`src/sv/periodic_task_tick_scheduler_defines.svh`:
```
// Assertion macros shared by the scheduler RTL.
`ifndef PERIODIC_TASK_TICK_SCHEDULER_DEFINES_SVH
`define PERIODIC_TASK_TICK_SCHEDULER_DEFINES_SVH

`ifndef NO_ASSERTIONS
// Same-cycle implication, sampled on clk, off during reset.
`define PTTS_ASSERT_NOW(lbl, ante, cons) \
  lbl: assert property (@(posedge clk) disable iff (!rst_n) (ante) |-> (cons)) \
    else $error("scheduler assertion failed");
// Next-cycle implication, sampled on clk, off during reset.
`define PTTS_ASSERT_NEXT(lbl, ante, cons) \
  lbl: assert property (@(posedge clk) disable iff (!rst_n) (ante) |=> (cons)) \
    else $error("scheduler assertion failed");
`else
`define PTTS_ASSERT_NOW(lbl, ante, cons)
`define PTTS_ASSERT_NEXT(lbl, ante, cons)
`endif

`endif

```
`src/sv/ptts_pkg.sv`:
```
// Types, codes and constants of the periodic task tick scheduler.
package ptts_pkg;

  localparam int SlotsDef   = 8;
  localparam int MaxResults = 8;
  localparam int NCntW      = $clog2(MaxResults + 1);

  localparam logic [2:0] ActTick    = 3'd0;
  localparam logic [2:0] ActAdd     = 3'd1;
  localparam logic [2:0] ActRemove  = 3'd2;
  localparam logic [2:0] ActRerun   = 3'd3;
  localparam logic [2:0] ActArrange = 3'd4;

  typedef struct packed {
    logic [2:0]  action;
    logic [7:0]  task_id;
    logic [15:0] period;
    logic [7:0]  priority_req;
  } in_item_t;

  typedef struct packed {
    logic       fired;
    logic [7:0] fired_id;
    logic [2:0] fired_slot;
    logic       status;
    logic       last;
  } out_item_t;

  typedef struct packed {
    logic [7:0]  task_id;
    logic [15:0] period;
    logic [15:0] count;
    logic [7:0]  rank;
  } slot_rec_t;

  typedef enum logic [1:0] {
    UnitDec = 2'd0,
    UnitGt  = 2'd1,
    UnitEq  = 2'd2
  } unit_mode_t;

  typedef struct packed {
    logic [15:0] value;
    logic        flag;
  } unit_res_t;

endpackage

```
`src/sv/periodic_task_tick_scheduler.sv`:
```
// Add writes one slot; remove, rerun and tick walk every slot, ticks also
// held by output stalls; arrange exchange-sorts, one slot compare per cycle.
// Throughput: one transaction at a time; the sequencer walks the slot table
// through a single read index and a single shared decrement/compare unit.
// Results leave at most one per cycle via a one-deep, stallable output register.
// Reset (rst_n low, synchronous): table reads as empty, all slots disabled.
module periodic_task_tick_scheduler #(
  parameter int SLOTS = ptts_pkg::SlotsDef
) (
  input  logic                clk,
  input  logic                rst_n,
  input  logic                in_valid,
  output logic                in_stall,
  input  ptts_pkg::in_item_t  in_data,
  output logic                out_valid,
  input  logic                out_stall,
  output ptts_pkg::out_item_t out_data
);
  import ptts_pkg::*;

  `include "periodic_task_tick_scheduler_defines.svh"

  localparam int SlotW = $clog2(SLOTS);
  localparam int CntW  = $clog2(SLOTS + 1);
  localparam logic [SlotW-1:0] LastIdx  = SlotW'(SLOTS - 1);
  localparam logic [SlotW-1:0] LastRow  = SlotW'(SLOTS - 2);
  localparam logic [CntW-1:0]  FullCnt  = CntW'(SLOTS);
  localparam logic [NCntW-1:0] MaxRes   = NCntW'(MaxResults);

  // Sequencer states, one-hot.
  typedef enum logic [9:0] {
    S_IDLE  = 10'b0000000001,
    S_ADD   = 10'b0000000010,
    S_TICK  = 10'b0000000100,
    S_FLUSH = 10'b0000001000,
    S_LOAD  = 10'b0000010000,
    S_SORT  = 10'b0000100000,
    S_PUT   = 10'b0001000000,
    S_ENA   = 10'b0010000000,
    S_MATCH = 10'b0100000000,
    S_DONE  = 10'b1000000000
  } state_t;

  state_t           st_r, st_nxt;
  in_item_t         cmd_r, cmd_nxt;
  logic [SlotW-1:0] idx_r, idx_nxt;       // inner walk index (j)
  logic [SlotW-1:0] row_r, row_nxt;       // outer sort index (i)
  slot_rec_t        held_r, held_nxt;     // slot i contents during a sort pass
  logic             status_r, status_nxt;
  logic [CntW-1:0]  added_r, added_nxt;
  logic [NCntW-1:0] n_r, n_nxt;           // firings reported this tick
  logic             pend_v_r, pend_v_nxt; // held-back firing, waits for "last"
  out_item_t        pend_r, pend_nxt;

  logic             out_valid_r;
  out_item_t        out_data_r;

  // Table ports.
  logic [SlotW-1:0] rd_idx;
  slot_rec_t        rd_rec;
  logic             rd_en;
  logic             wr_we;
  logic [SlotW-1:0] wr_idx;
  slot_rec_t        wr_rec;
  logic             en_clr;
  logic             en_we;
  logic [SlotW-1:0] en_idx;
  logic             en_val;

  // Shared unit.
  unit_mode_t       u_mode;
  logic [15:0]      u_a;
  logic [15:0]      u_b;
  unit_res_t        u_res;

  logic             in_acc;
  logic             out_free;
  logic             emit;
  out_item_t        emit_data;
  logic             fire;
  logic             report;

  ptts_table #(.SLOTS(SLOTS)) u_table (
    .clk    (clk),
    .rst_n  (rst_n),
    .rd_idx (rd_idx),
    .rd_rec (rd_rec),
    .rd_en  (rd_en),
    .wr_we  (wr_we),
    .wr_idx (wr_idx),
    .wr_rec (wr_rec),
    .en_clr (en_clr),
    .en_we  (en_we),
    .en_idx (en_idx),
    .en_val (en_val)
  );

  ptts_unit u_unit (
    .mode (u_mode),
    .op_a (u_a),
    .op_b (u_b),
    .res  (u_res)
  );

  assign in_stall = (st_r != S_IDLE);
  assign in_acc   = in_valid && !in_stall;
  assign out_free = !out_valid_r || !out_stall;

  // Read the outer slot while loading a pass, the walk slot otherwise.
  assign rd_idx = (st_r == S_LOAD) ? row_r : idx_r;

  // Operand select for the shared unit.
  always_comb begin
    u_mode = UnitDec;
    u_a    = 16'd0;
    u_b    = 16'd0;
    unique case (st_r)
      S_TICK: begin
        u_mode = UnitDec;
        u_a    = rd_rec.count;
      end
      S_SORT: begin
        u_mode = UnitGt;
        u_a    = {8'd0, held_r.rank};
        u_b    = {8'd0, rd_rec.rank};
      end
      S_MATCH: begin
        u_mode = UnitEq;
        u_a    = {8'd0, rd_rec.task_id};
        u_b    = {8'd0, cmd_r.task_id};
      end
      default: begin
        u_mode = UnitDec;
        u_a    = 16'd0;
        u_b    = 16'd0;
      end
    endcase
  end

  assign fire   = rd_en && u_res.flag;
  assign report = fire && (n_r < MaxRes);

  // Sequencer.
  always_comb begin
    st_nxt     = st_r;
    cmd_nxt    = cmd_r;
    idx_nxt    = idx_r;
    row_nxt    = row_r;
    held_nxt   = held_r;
    status_nxt = status_r;
    added_nxt  = added_r;
    n_nxt      = n_r;
    pend_v_nxt = pend_v_r;
    pend_nxt   = pend_r;
    wr_we      = 1'b0;
    wr_idx     = idx_r;
    wr_rec     = rd_rec;
    en_clr     = 1'b0;
    en_we      = 1'b0;
    en_idx     = idx_r;
    en_val     = 1'b0;
    emit       = 1'b0;
    emit_data  = '0;

    unique case (st_r)
      S_IDLE: begin
        if (in_acc) begin
          cmd_nxt    = in_data;
          idx_nxt    = '0;
          row_nxt    = '0;
          status_nxt = 1'b0;
          n_nxt      = '0;
          pend_v_nxt = 1'b0;
          unique case (in_data.action)
            ActTick:    st_nxt = S_TICK;
            ActAdd:     st_nxt = S_ADD;
            ActRemove:  st_nxt = S_MATCH;
            ActRerun:   st_nxt = S_MATCH;
            ActArrange: begin
              // Enables are rebuilt after the sort; drop them now so they
              // never sit beside a moved record.
              en_clr = 1'b1;
              st_nxt = S_LOAD;
            end
            default:    st_nxt = S_DONE;
          endcase
        end
      end

      S_ADD: begin
        if (added_r == FullCnt) begin
          status_nxt = 1'b1;
        end else begin
          wr_we          = 1'b1;
          wr_idx         = added_r[SlotW-1:0];
          wr_rec.task_id = cmd_r.task_id;
          wr_rec.period  = cmd_r.period;
          wr_rec.count   = cmd_r.period;
          wr_rec.rank    = cmd_r.priority_req;
          en_we          = 1'b1;
          en_idx         = added_r[SlotW-1:0];
          en_val         = (cmd_r.task_id != 8'd0);
          added_nxt      = added_r + 1'b1;
        end
        st_nxt = S_DONE;
      end

      S_TICK: begin
        // Hold the walk when a new firing must push out the pending one
        // and the output register is still full.
        if (!(report && pend_v_r && !out_free)) begin
          if (rd_en) begin
            wr_we        = 1'b1;
            wr_rec.count = fire ? rd_rec.period : u_res.value;
          end
          if (report) begin
            if (pend_v_r) begin
              emit      = 1'b1;
              emit_data = pend_r;
            end
            pend_v_nxt          = 1'b1;
            pend_nxt.fired      = 1'b1;
            pend_nxt.fired_id   = rd_rec.task_id;
            pend_nxt.fired_slot = 3'(idx_r);
            pend_nxt.status     = 1'b0;
            pend_nxt.last       = 1'b0;
            n_nxt               = n_r + 1'b1;
          end
          if (idx_r == LastIdx) begin
            st_nxt = S_FLUSH;
          end else begin
            idx_nxt = idx_r + 1'b1;
          end
        end
      end

      S_FLUSH: begin
        if (out_free) begin
          emit = 1'b1;
          if (pend_v_r) begin
            emit_data      = pend_r;
            emit_data.last = 1'b1;
          end else begin
            emit_data.last = 1'b1;
          end
          pend_v_nxt = 1'b0;
          st_nxt     = S_IDLE;
        end
      end

      S_LOAD: begin
        held_nxt = rd_rec;
        idx_nxt  = row_r + 1'b1;
        st_nxt   = S_SORT;
      end

      S_SORT: begin
        // Exchange: the smaller rank stays held for slot i.
        if (u_res.flag) begin
          wr_we    = 1'b1;
          wr_idx   = idx_r;
          wr_rec   = held_r;
          held_nxt = rd_rec;
        end
        if (idx_r == LastIdx) begin
          st_nxt = S_PUT;
        end else begin
          idx_nxt = idx_r + 1'b1;
        end
      end

      S_PUT: begin
        wr_we  = 1'b1;
        wr_idx = row_r;
        wr_rec = held_r;
        if (row_r == LastRow) begin
          idx_nxt = '0;
          st_nxt  = S_ENA;
        end else begin
          row_nxt = row_r + 1'b1;
          st_nxt  = S_LOAD;
        end
      end

      S_ENA: begin
        en_we  = 1'b1;
        en_val = (rd_rec.task_id != 8'd0);
        if (idx_r == LastIdx) begin
          st_nxt = S_DONE;
        end else begin
          idx_nxt = idx_r + 1'b1;
        end
      end

      S_MATCH: begin
        if (u_res.flag) begin
          en_we  = 1'b1;
          en_val = (cmd_r.action == ActRerun) && (cmd_r.task_id != 8'd0);
        end
        if (idx_r == LastIdx) begin
          st_nxt = S_DONE;
        end else begin
          idx_nxt = idx_r + 1'b1;
        end
      end

      S_DONE: begin
        if (out_free) begin
          emit             = 1'b1;
          emit_data.status = status_r;
          emit_data.last   = 1'b1;
          st_nxt           = S_IDLE;
        end
      end

      default: st_nxt = S_IDLE;
    endcase
  end

  always_ff @(posedge clk) begin
    if (!rst_n) begin
      st_r     <= S_IDLE;
      added_r  <= '0;
      n_r      <= '0;
      pend_v_r <= 1'b0;
    end else begin
      st_r     <= st_nxt;
      added_r  <= added_nxt;
      n_r      <= n_nxt;
      pend_v_r <= pend_v_nxt;
    end
  end

  always_ff @(posedge clk) begin
    cmd_r    <= cmd_nxt;
    idx_r    <= idx_nxt;
    row_r    <= row_nxt;
    held_r   <= held_nxt;
    status_r <= status_nxt;
    pend_r   <= pend_nxt;
  end

  // Output register: load on emit, drop once taken.
  always_ff @(posedge clk) begin
    if (!rst_n) begin
      out_valid_r <= 1'b0;
    end else if (emit) begin
      out_valid_r <= 1'b1;
    end else if (!out_stall) begin
      out_valid_r <= 1'b0;
    end
  end

  always_ff @(posedge clk) begin
    if (emit) begin
      out_data_r <= emit_data;
    end
  end

  assign out_valid = out_valid_r;
  assign out_data  = out_data_r;

  // An enabled slot never holds task id zero.
  `PTTS_ASSERT_NOW(a_en_id, rd_en, rd_rec.task_id != 8'd0)
  // The fill count never passes the table size.
  `PTTS_ASSERT_NOW(a_added_bound, 1'b1, added_r <= FullCnt)
  // A tick never reports more firings than the result limit.
  `PTTS_ASSERT_NOW(a_n_bound, 1'b1, n_r <= MaxRes)
  // An accepted transaction makes the block busy in the next cycle.
  `PTTS_ASSERT_NEXT(a_accept_busy, in_acc, in_stall)

endmodule

```
`src/sv/ptts_unit.sv`:
```
// Shared decrement / compare unit used by the tick, sort and match steps.
module ptts_unit (
  input  ptts_pkg::unit_mode_t mode,
  input  logic [15:0]          op_a,
  input  logic [15:0]          op_b,
  output ptts_pkg::unit_res_t  res
);
  import ptts_pkg::*;

  logic [15:0] dec;

  assign dec = op_a - 16'd1;

  always_comb begin
    res.value = op_a;
    res.flag  = 1'b0;
    unique case (mode)
      UnitDec: begin
        res.value = dec;
        res.flag  = (dec == 16'd0);
      end
      UnitGt: res.flag = (op_a > op_b);
      UnitEq: res.flag = (op_a == op_b);
      default: begin
        res.value = op_a;
        res.flag  = 1'b0;
      end
    endcase
  end

endmodule

```
`src/sv/ptts_table.sv`:
```
// Task slot table: one read index, one record write, enable bits with clear.
module ptts_table #(
  parameter int SLOTS = ptts_pkg::SlotsDef
) (
  input  logic                      clk,
  input  logic                      rst_n,
  input  logic [$clog2(SLOTS)-1:0]  rd_idx,
  output ptts_pkg::slot_rec_t       rd_rec,
  output logic                      rd_en,
  input  logic                      wr_we,
  input  logic [$clog2(SLOTS)-1:0]  wr_idx,
  input  ptts_pkg::slot_rec_t       wr_rec,
  input  logic                      en_clr,
  input  logic                      en_we,
  input  logic [$clog2(SLOTS)-1:0]  en_idx,
  input  logic                      en_val
);
  import ptts_pkg::*;

  slot_rec_t          rec_r [SLOTS];
  logic [SLOTS-1:0]   vld_r;
  logic [SLOTS-1:0]   en_r;

  // An entry never written reads as all zero.
  assign rd_rec = vld_r[rd_idx] ? rec_r[rd_idx] : '0;
  assign rd_en  = en_r[rd_idx];

  always_ff @(posedge clk) begin
    if (wr_we) begin
      rec_r[wr_idx] <= wr_rec;
    end
  end

  always_ff @(posedge clk) begin
    if (!rst_n) begin
      vld_r <= '0;
      en_r  <= '0;
    end else begin
      if (wr_we) begin
        vld_r[wr_idx] <= 1'b1;
      end
      if (en_clr) begin
        en_r <= '0;
      end else if (en_we) begin
        en_r[en_idx] <= en_val;
      end
    end
  end

endmodule

```
`config.mk`:
```
export PLATFORM = sky130hd
export DESIGN_NAME = periodic_task_tick_scheduler
export DESIGN_NICKNAME = d
export VERILOG_FILES = /design/src/sv/ptts_pkg.sv /design/src/sv/periodic_task_tick_scheduler.sv /design/src/sv/ptts_unit.sv /design/src/sv/ptts_table.sv
export VERILOG_INCLUDE_DIRS = /design/src /design/src/sv
export SDC_FILE = /design/constraint.sdc
export NUM_CORES = 1
export LEC_CHECK = 0
export CAP_MARGIN = 40
export CORE_UTILIZATION = 30
export DETAILED_ROUTE_END_ITERATION = 10
export DONT_BUFFER_PORTS = 1
export PLACE_DENSITY = 0.48
export REMOVE_ABC_BUFFERS = 1
export SLEW_MARGIN = 5
export SYNTH_ARGS = -nofsm -noshare
export SYNTH_HDL_FRONTEND = slang
export SYNTH_HIERARCHICAL = 1
export SYNTH_SLANG_ARGS = --single-unit
```
`constraint.sdc`:
```
create_clock -name clk -period 9.08 [get_ports clk]
set_input_delay 0.908 -clock clk [delete_from_list [all_inputs] [get_ports clk]]
set_output_delay 0.908 -clock clk [all_outputs]
set_load 0.005 [all_outputs]
```
== Word-level counts from Yosys, hierarchy flattened ==
Memory sizes are Yosys's and may differ from the RTL's.
Index checks and enable logic that the tools add are counted.
Word-level totals
  register bits after elaboration: 151
  memory bits (writable): 384
  input bits: 39
  memories: 1
Operators by class
  add/sub/neg operators: 5
  magnitude comparators: 7
  eq/ne operators: 35
  muxes and demuxes: 85
  bitwise logic cells: 4
  reduce and logical (&&, ||, !) cells: 39
Memory list
  u_table.rec_r: depth 8, bits a word 48, read ports 1, clocked after Yosys merged registers in 0, wr ports 1, RTL line ptts_table.sv:20  | slot_rec_t rec_r [SLOTS];
Operators with widths (number)
  $mux 48: 4
  $pmux 48 s2: 1
  $pmux 10 s8: 1
  $pmux 24 s3: 1
  $mux 16: 4
  $pmux 16 s4: 1
  $mux 10: 6
  $mux 14: 4
  $pmux 16 s3: 1
  $pmux 10 s4: 1
  $mux 1: 26
  $mux 3: 8
  $pmux 12 s2: 1
  $pmux 8 s3: 1
  $ne 2x2->1 const B: 10
  $eq 16x8->1: 1
  $gt 16x8->1: 1
  $logic_not 16->1: 1
  $pmux 8 s2: 1
  $reduce_bool 8->1: 2
  $sub 16x1->16 const B: 1
  $pmux 3 s5: 1
  $mux 13: 1
  $lt 3x4->1 const B: 3
  other kinds (52): 93

== Logic depth before layout (Yosys ltp) ==
  depth in word-level cells: 17
  mapped depth: 31

== Hierarchy ==
The synthesis kept the hierarchy.
Modules (own cells, without submodules)
  ptts_table: instances 1, cells an instance 680, area each 15307.2 um^2, sequential area each 11851.4 um^2
  periodic_task_tick_scheduler: instances 1, cells an instance 556, area each 6528.8 um^2, sequential area each 3853.7 um^2
  ptts_unit: instances 1, cells an instance 150, area each 1001.0 um^2, sequential area each 0.0 um^2

== Worst setup path after synthesis ==
No wires, ideal clock.
  path type: register to register
  start point: register st_r[8]
  end point: memory u_table/rec_r[0][0] in the netlist's numbering, enable pin
  setup time: 515 ps
  arrival time: 9279 ps
  required time: 8565 ps
  setup slack: -715 ps
  cell stages (with the launch flop): 27
  buffers on the path: 6
  period minus slack after synthesis: 9795 ps
  cell sequence: dfxtp_1 -> or4_1 -> nor3_1 -> nand4b_1 -> clkbuf_1 -> mux2_2 -> buf_2 -> mux4_2 -> mux2i_4 -> buf_6 -> buf_6 -> nor2_1 -> a22oi_1 -> o21ai_0 -> inv_1 -> ha_1 -> nor4b_1 -> a32oi_1 -> o32a_1 -> a211o_1 -> o31ai_2 -> clkbuf_1 -> o22ai_1 -> a21oi_2 -> buf_4 -> nand2b_1 -> nor3_1
RTL lines
  start, declared: RTL line periodic_task_tick_scheduler.sv:44  | state_t st_r, st_nxt;
  start signal, assigned: RTL line periodic_task_tick_scheduler.sv:327  | st_r <= st_nxt;
  end, declared: RTL line ptts_table.sv:20

==> report_table.html <==
<table>
<tr><th>Metric</th><th>Value</th></tr>
<tr><th colspan="2">Detailed routing</th></tr>
<tr><td>Highest routed metal layer</td><td>met4</td></tr>
<tr><td>Met1 wire length</td><td>27800 um</td></tr>
<tr><td>Via count of the routed design</td><td>12800</td></tr>
<tr><td>Wire length per cell after detailed routing</td><td>24.4 um</td></tr>
<tr><td>Detailed-routed wire length on met2</td><td>28000 um</td></tr>
<tr><td>Mean number of vias per cell</td><td>5.21</td></tr>
<tr><td>Routed length on met3</td><td>2740 um</td></tr>
<tr><td>Total wirelength of the detailed-routed design</td><td>59700 um</td></tr>
<tr><td>DRC viols</td><td>0</td></tr>
<tr><td>Antenna Violating Nets Remaining</td><td>0</td></tr>
<tr><td>Drt first pass iters</td><td>5</td></tr>
<tr><td>Drt first-iter violations</td><td>967</td></tr>
<tr><th colspan="2">Floorplanning</th></tr>
<tr><td>I/O pins</td><td>55</td></tr>
<tr><td>Area of the die</td><td>77200 um2</td></tr>
<tr><td>Floorplan row count</td><td>100</td></tr>
<tr><td>Chip height</td><td>278 um</td></tr>
<tr><td>Initial cell density of the core</td><td>30.5%</td></tr>
<tr><td>Die extent in x</td><td>278 um</td></tr>
<tr><td>Placeable core area</td><td>74800 um2</td></tr>
<tr><th colspan="2">Setup path</th></tr>
<tr><td>Kind of start point of the critical path</td><td>register</td></tr>
<tr><td>Worst Path Class, Setup</td><td>reg -&gt; reg</td></tr>
<tr><td>Required time at the endpoint of the critical path</td><td>9320 ps</td></tr>
<tr><td>Cell occurring most often along the worst timing path</td><td>sky130_fd_sc_hd__buf_4</td></tr>
<tr><td>Slowest cell on crit path</td><td>sky130_fd_sc_hd__or4_1</td></tr>
<tr><td>Worst Setup End Kind</td><td>register</td></tr>
<tr><td>Largest fanout on the critical path</td><td>21</td></tr>
<tr><td>Gate family responsible for the most delay along the worst path</td><td>simple AND/OR/NAND/NOR gates</td></tr>
<tr><td>Logic depth of the worst register-to-register path</td><td>25</td></tr>
<tr><td>Slowest Stage Delay on Critical Path</td><td>670 ps</td></tr>
<tr><td>Reg-to-reg slack, setup</td><td>1120 ps</td></tr>
<tr><td>Levels on crit path</td><td>25</td></tr>
<tr><td>Buffers plus inverters on the worst setup path</td><td>6</td></tr>
<tr><td>Arrival time of the worst setup path</td><td>8200 ps</td></tr>
<tr><th colspan="2">Logic synthesis</th></tr>
<tr><td>Share of flip-flops with an asynchronous set or reset after synthesis</td><td>0%</td></tr>
<tr><td>Proportion of synthesized chip area in sequential cells</td><td>68.8%</td></tr>
<tr><td>Average cell area after synthesis</td><td>16.5 um2</td></tr>
<tr><td>Synthesis Warnings</td><td>6</td></tr>
<tr><td>Mapped cell area</td><td>22800 um2</td></tr>
<tr><td>Flip-flop cell with the highest count after synthesis</td><td>sky130_fd_sc_hd__edfxtp_1</td></tr>
<tr><td>Number of distinct standard cells referenced by the synthesized netlist</td><td>78</td></tr>
<tr><td>Register bit count reported by yosys</td><td>535</td></tr>
<tr><td>Number of standard cells after synthesis</td><td>1386</td></tr>
<tr><td>Number of enable flip-flop cells after synthesis</td><td>499</td></tr>
<tr><th colspan="2">CTS</th></tr>
<tr><td>Clock Sink Count</td><td>535</td></tr>
<tr><td>Max H-tree Level</td><td>2</td></tr>
<tr><td>Clock Latency Late Sink</td><td>630 ps</td></tr>
<tr><td>Number of buffers created by CTS</td><td>59</td></tr>
<tr><td>CTS tree</td><td>built</td></tr>
<tr><td>Number of buffers added for setup after CTS</td><td>0</td></tr>
<tr><td>Root buf cell</td><td>sky130_fd_sc_hd__clkbuf_16</td></tr>
<tr><td>Cts hold-fix bufs</td><td>0</td></tr>
<tr><td>Clock transition at the register clock pins on the worst setup and hold paths after CTS</td><td>60 ps</td></tr>
<tr><td>Maximum root-to-sink buffer count</td><td>3</td></tr>
<tr><td>Quantity of gates resized following cts</td><td>0</td></tr>
<tr><th colspan="2">Pwr</th></tr>
<tr><td>Highest ir drop seen on vdd</td><td>0.143 mV</td></tr>
<tr><td>Switching part of the total</td><td>25.7%</td></tr>
<tr><td>Net switching power</td><td>1.51 mW</td></tr>
<tr><td>Relative contribution of sequential cells to total power</td><td>47.3%</td></tr>
<tr><td>Clock network power share</td><td>38.6%</td></tr>
<tr><td>Total chip power</td><td>5.89 mW</td></tr>
<tr><td>Cell-internal power</td><td>4.38 mW</td></tr>
<tr><td>Pwr Density</td><td>226 nW/um2</td></tr>
<tr><td>Leakage Power</td><td>8.72 nW</td></tr>
<tr><td>Logic gate share of total power</td><td>14.2%</td></tr>
<tr><th colspan="2">STA</th></tr>
<tr><td>Worst Tran Pin Value</td><td>887 ps</td></tr>
<tr><td>Number of slew-limit violations in the final report</td><td>0</td></tr>
<tr><td>Count of endpoints failing setup in the final report</td><td>0</td></tr>
<tr><td>Max Fclk</td><td>0.126 GHz</td></tr>
<tr><td>Final count of hold timing violations</td><td>0</td></tr>
<tr><td>Setup repair after global routing missed its margin</td><td>false</td></tr>
<tr><td>Headroom to the max-slew limit</td><td>40.2%</td></tr>
<tr><td>Total negative slack for setup checks</td><td>0 ps</td></tr>
<tr><td>Final worst path period share</td><td>87.7%</td></tr>
<tr><td>Final critical delay including setup and external delays</td><td>7960 ps</td></tr>
<tr><td>Setup skew after layout</td><td>32.5 ps</td></tr>
<tr><td>Min Hold Slack</td><td>376 ps</td></tr>
<tr><th colspan="2">Placement</th></tr>
<tr><td>Buffers on Ports</td><td>0</td></tr>
<tr><td>HPWL reported at the end of detailed placement</td><td>35100 um</td></tr>
<tr><td>Placed insts</td><td>2341</td></tr>
<tr><td>Final Wtd Congestion</td><td>0.851</td></tr>
<tr><th colspan="2">GRT</th></tr>
<tr><td>Vias in the first global route</td><td>13100</td></tr>
<tr><td>GRT overflow</td><td>0</td></tr>
<tr><td>Number of antenna violations at the first check in global routing</td><td>0</td></tr>
<tr><td>Wire length of the first global-routing pass</td><td>88600 um</td></tr>
<tr><td>GRT Util Overall</td><td>15.5%</td></tr>
<tr><td>Maximum number of pins on one net before global-route repair</td><td>49</td></tr>
<tr><th colspan="2">Layout</th></tr>
<tr><td>Ratio of cells with drive above 1 in the final layout</td><td>17.9%</td></tr>
<tr><td>Ant. Diodes</td><td>0</td></tr>
<tr><td>Post-layout net count</td><td>1497</td></tr>
<tr><td>Fillers</td><td>7123</td></tr>
<tr><td>Area of the multi-input gates</td><td>6670 um2</td></tr>
<tr><td>Sequential Area</td><td>15700 um2</td></tr>
<tr><td>Count of non-filler cells in the finished layout</td><td>2451</td></tr>
<tr><td>Area added between synthesis and finish</td><td>14.2%</td></tr>
<tr><th colspan="2">Run</th></tr>
<tr><td>Maximum Capacitance Violations</td><td>0</td></tr>
<tr><th colspan="2">Worst hold path</th></tr>
<tr><td>WHS Path Cells</td><td>0</td></tr>
<tr><td>Worst min path class</td><td>in -&gt; reg</td></tr>
<tr><th colspan="2">Outcome</th></tr>
<tr><td>Run status</td><td>completed</td></tr>
</table>
==> cells by family after synthesis <==
family | Yosys count | share of synthesized area [%]
AO/OA/AOI/OAI | 205 | 6.47
multiplexers | 162 | 12.7
adder cells (fa/ha/maj) | 25 | 1.37
flip-flops | 535 | 68.8
other | 1 | 0.0164
buffers and inverters | 120 | 2.60
XOR/XNOR | 25 | 0.959
AND/OR/NAND/NOR | 313 | 7.16
==> routing by layer <==
| layer | vias to the layer above | track usage, % |
|---|---|---|
| li1 | 5633 | - |
| met1 | 6715 | 22.1 |
| met2 | 338 | 24.8 |
| met3 | 83 | 2.08 |
| met4 | 0 | 4.28 |
| met5 | - | 0 |
==> power groups by stage <==
stage          Sequential [mW]  Combinational, mW  Clock, mW
2_1_floorplan             2.81              0.719          0
6_report                  2.78              0.835       2.27
3_5_place_dp              2.84              0.856          0
4_1_cts                   2.79              0.856       2.33
3_3_place_gp              2.84              0.857          0
5_1_grt                   2.79              0.906       2.42
==> final timing paths <==
check,startpoint,to
worst max-delay path,st_r[8],u_table/rec_r[0][19]
worst max register to register,st_r[8],u_table/rec_r[0][19]
worst min-delay path,in_data[34],cmd_r[34]
worst min register to register,u_table/vld_r[1],u_table/vld_r[1]
==> registers in the layout (all words and copies together) (netlist names), 4 cells and up <==
name and flops:
u_table/rec_r 384, held_r 48, added_r 4, u_table/vld_r 8, u_table/en_r 8, n_r 4
cmd_r 35, pend_r 11, st_r 10, out_data 14
==> worst reg2reg max path, delay by kind of cell (launching register included) <==
family / cells / cell delay [ps]
and+or+nand+nor: 7 / 2310
AOI/OAI and AO/OA: 9 / 2200
buffers and inverters: 6 / 1390
muxes: 2 / 1000
DFF: 1 / 390
adders and majority gates: 1 / 280
==> cells in the mapped netlist (7+ instances only) <==
master	number	area [um2]
sky130_fd_sc_hd__a22o_1	26	228
sky130_fd_sc_hd__nor4_1	14	87.6
sky130_fd_sc_hd__a21o_1	20	150
sky130_fd_sc_hd__dfxtp_1	36	721
sky130_fd_sc_hd__buf_6	11	124
sky130_fd_sc_hd__o21ai_0	37	185
sky130_fd_sc_hd__and2_1	27	169
sky130_fd_sc_hd__clkbuf_1	33	124
sky130_fd_sc_hd__mux2i_1	58	581
sky130_fd_sc_hd__nor4b_1	7	61.3
sky130_fd_sc_hd__mux4_2	100	2250
sky130_fd_sc_hd__buf_2	20	100
sky130_fd_sc_hd__o21a_1	9	67.6
sky130_fd_sc_hd__nand2_1	49	184
sky130_fd_sc_hd__inv_1	44	165
sky130_fd_sc_hd__xor2_1	15	131
sky130_fd_sc_hd__nand3_1	17	85.1
sky130_fd_sc_hd__edfxtp_1	499	15000
sky130_fd_sc_hd__nor3_1	29	145
sky130_fd_sc_hd__nor2_1	111	417
sky130_fd_sc_hd__nand4_1	13	81.3
sky130_fd_sc_hd__ha_1	25	313
sky130_fd_sc_hd__a221o_1	16	160
sky130_fd_sc_hd__a22oi_1	22	165
sky130_fd_sc_hd__a211oi_1	15	113
sky130_fd_sc_hd__xnor2_1	10	87.6
sky130_fd_sc_hd__a21oi_1	22	110
==> through the flow <==
stage	area (um2)	util, %	setup slack (ps)
after floorplan	22500	-	-14510
after global placement	24300	32.4	1340
after detailed placement	24300	32.4	1180
after CTS	26100	34.9	1130
after global routing	26100	34.9	249
final	26100	34.9	1120
==> final cells by class <==
class | count | area share, %
Timing Repair Buffer | 52 | 1.83
Inverter | 47 | 0.724
Sequential cell | 535 | 60.2
Tap cell | 969 | 4.65
Clock buffer | 69 | 5.89
Clock inverter | 41 | 1.12
Multi-Input combinational cell | 738 | 25.6
==> placed cells by master, fill, tap and decap left out, types with 5 or more instances in the layout <==
| cell type | synthesis | routed |
|---|---|---|
| sky130_fd_sc_hd__edfxtp_1 | 499 | 499 |
| sky130_fd_sc_hd__o21ai_0 | 37 | 36 |
| sky130_fd_sc_hd__nand2_1 | 49 | 48 |
| sky130_fd_sc_hd__clkbuf_1 | 33 | 9 |
| sky130_fd_sc_hd__o211ai_1 | 5 | 5 |
| sky130_fd_sc_hd__nor2_1 | 111 | 105 |
| sky130_fd_sc_hd__dfxtp_1 | 36 | 36 |
| sky130_fd_sc_hd__a221o_1 | 16 | 16 |
| sky130_fd_sc_hd__clkinv_2 | 0 | 11 |
| sky130_fd_sc_hd__conb_1 | 1 | 8 |
| sky130_fd_sc_hd__a21o_1 | 20 | 20 |
| sky130_fd_sc_hd__a22oi_1 | 22 | 22 |
| sky130_fd_sc_hd__mux2i_1 | 58 | 58 |
| sky130_fd_sc_hd__inv_1 | 44 | 43 |
| sky130_fd_sc_hd__nor4b_1 | 7 | 7 |
| sky130_fd_sc_hd__nor3_1 | 29 | 27 |
| sky130_fd_sc_hd__nand4_1 | 13 | 13 |
| sky130_fd_sc_hd__nand2b_1 | 6 | 6 |
| sky130_fd_sc_hd__and2_1 | 27 | 27 |
| sky130_fd_sc_hd__mux4_2 | 100 | 100 |
| sky130_fd_sc_hd__xnor2_1 | 10 | 10 |
| sky130_fd_sc_hd__clkinv_1 | 1 | 20 |
| sky130_fd_sc_hd__ha_1 | 25 | 25 |
| sky130_fd_sc_hd__o21a_1 | 9 | 9 |
| sky130_fd_sc_hd__buf_4 | 6 | 45 |
| sky130_fd_sc_hd__a22o_1 | 26 | 26 |
| sky130_fd_sc_hd__xor2_1 | 15 | 15 |
| sky130_fd_sc_hd__nand4b_1 | 5 | 5 |
| sky130_fd_sc_hd__clkbuf_16 | 0 | 60 |
| sky130_fd_sc_hd__and3_1 | 5 | 5 |
| sky130_fd_sc_hd__nor4_1 | 14 | 14 |
| sky130_fd_sc_hd__a21oi_1 | 22 | 22 |
| sky130_fd_sc_hd__nor2_4 | 0 | 6 |
| sky130_fd_sc_hd__a211oi_1 | 15 | 15 |
| sky130_fd_sc_hd__nand3_1 | 17 | 17 |
| sky130_fd_sc_hd__buf_12 | 0 | 7 |
No activity file was read; power rests on OpenSTA's default activity.
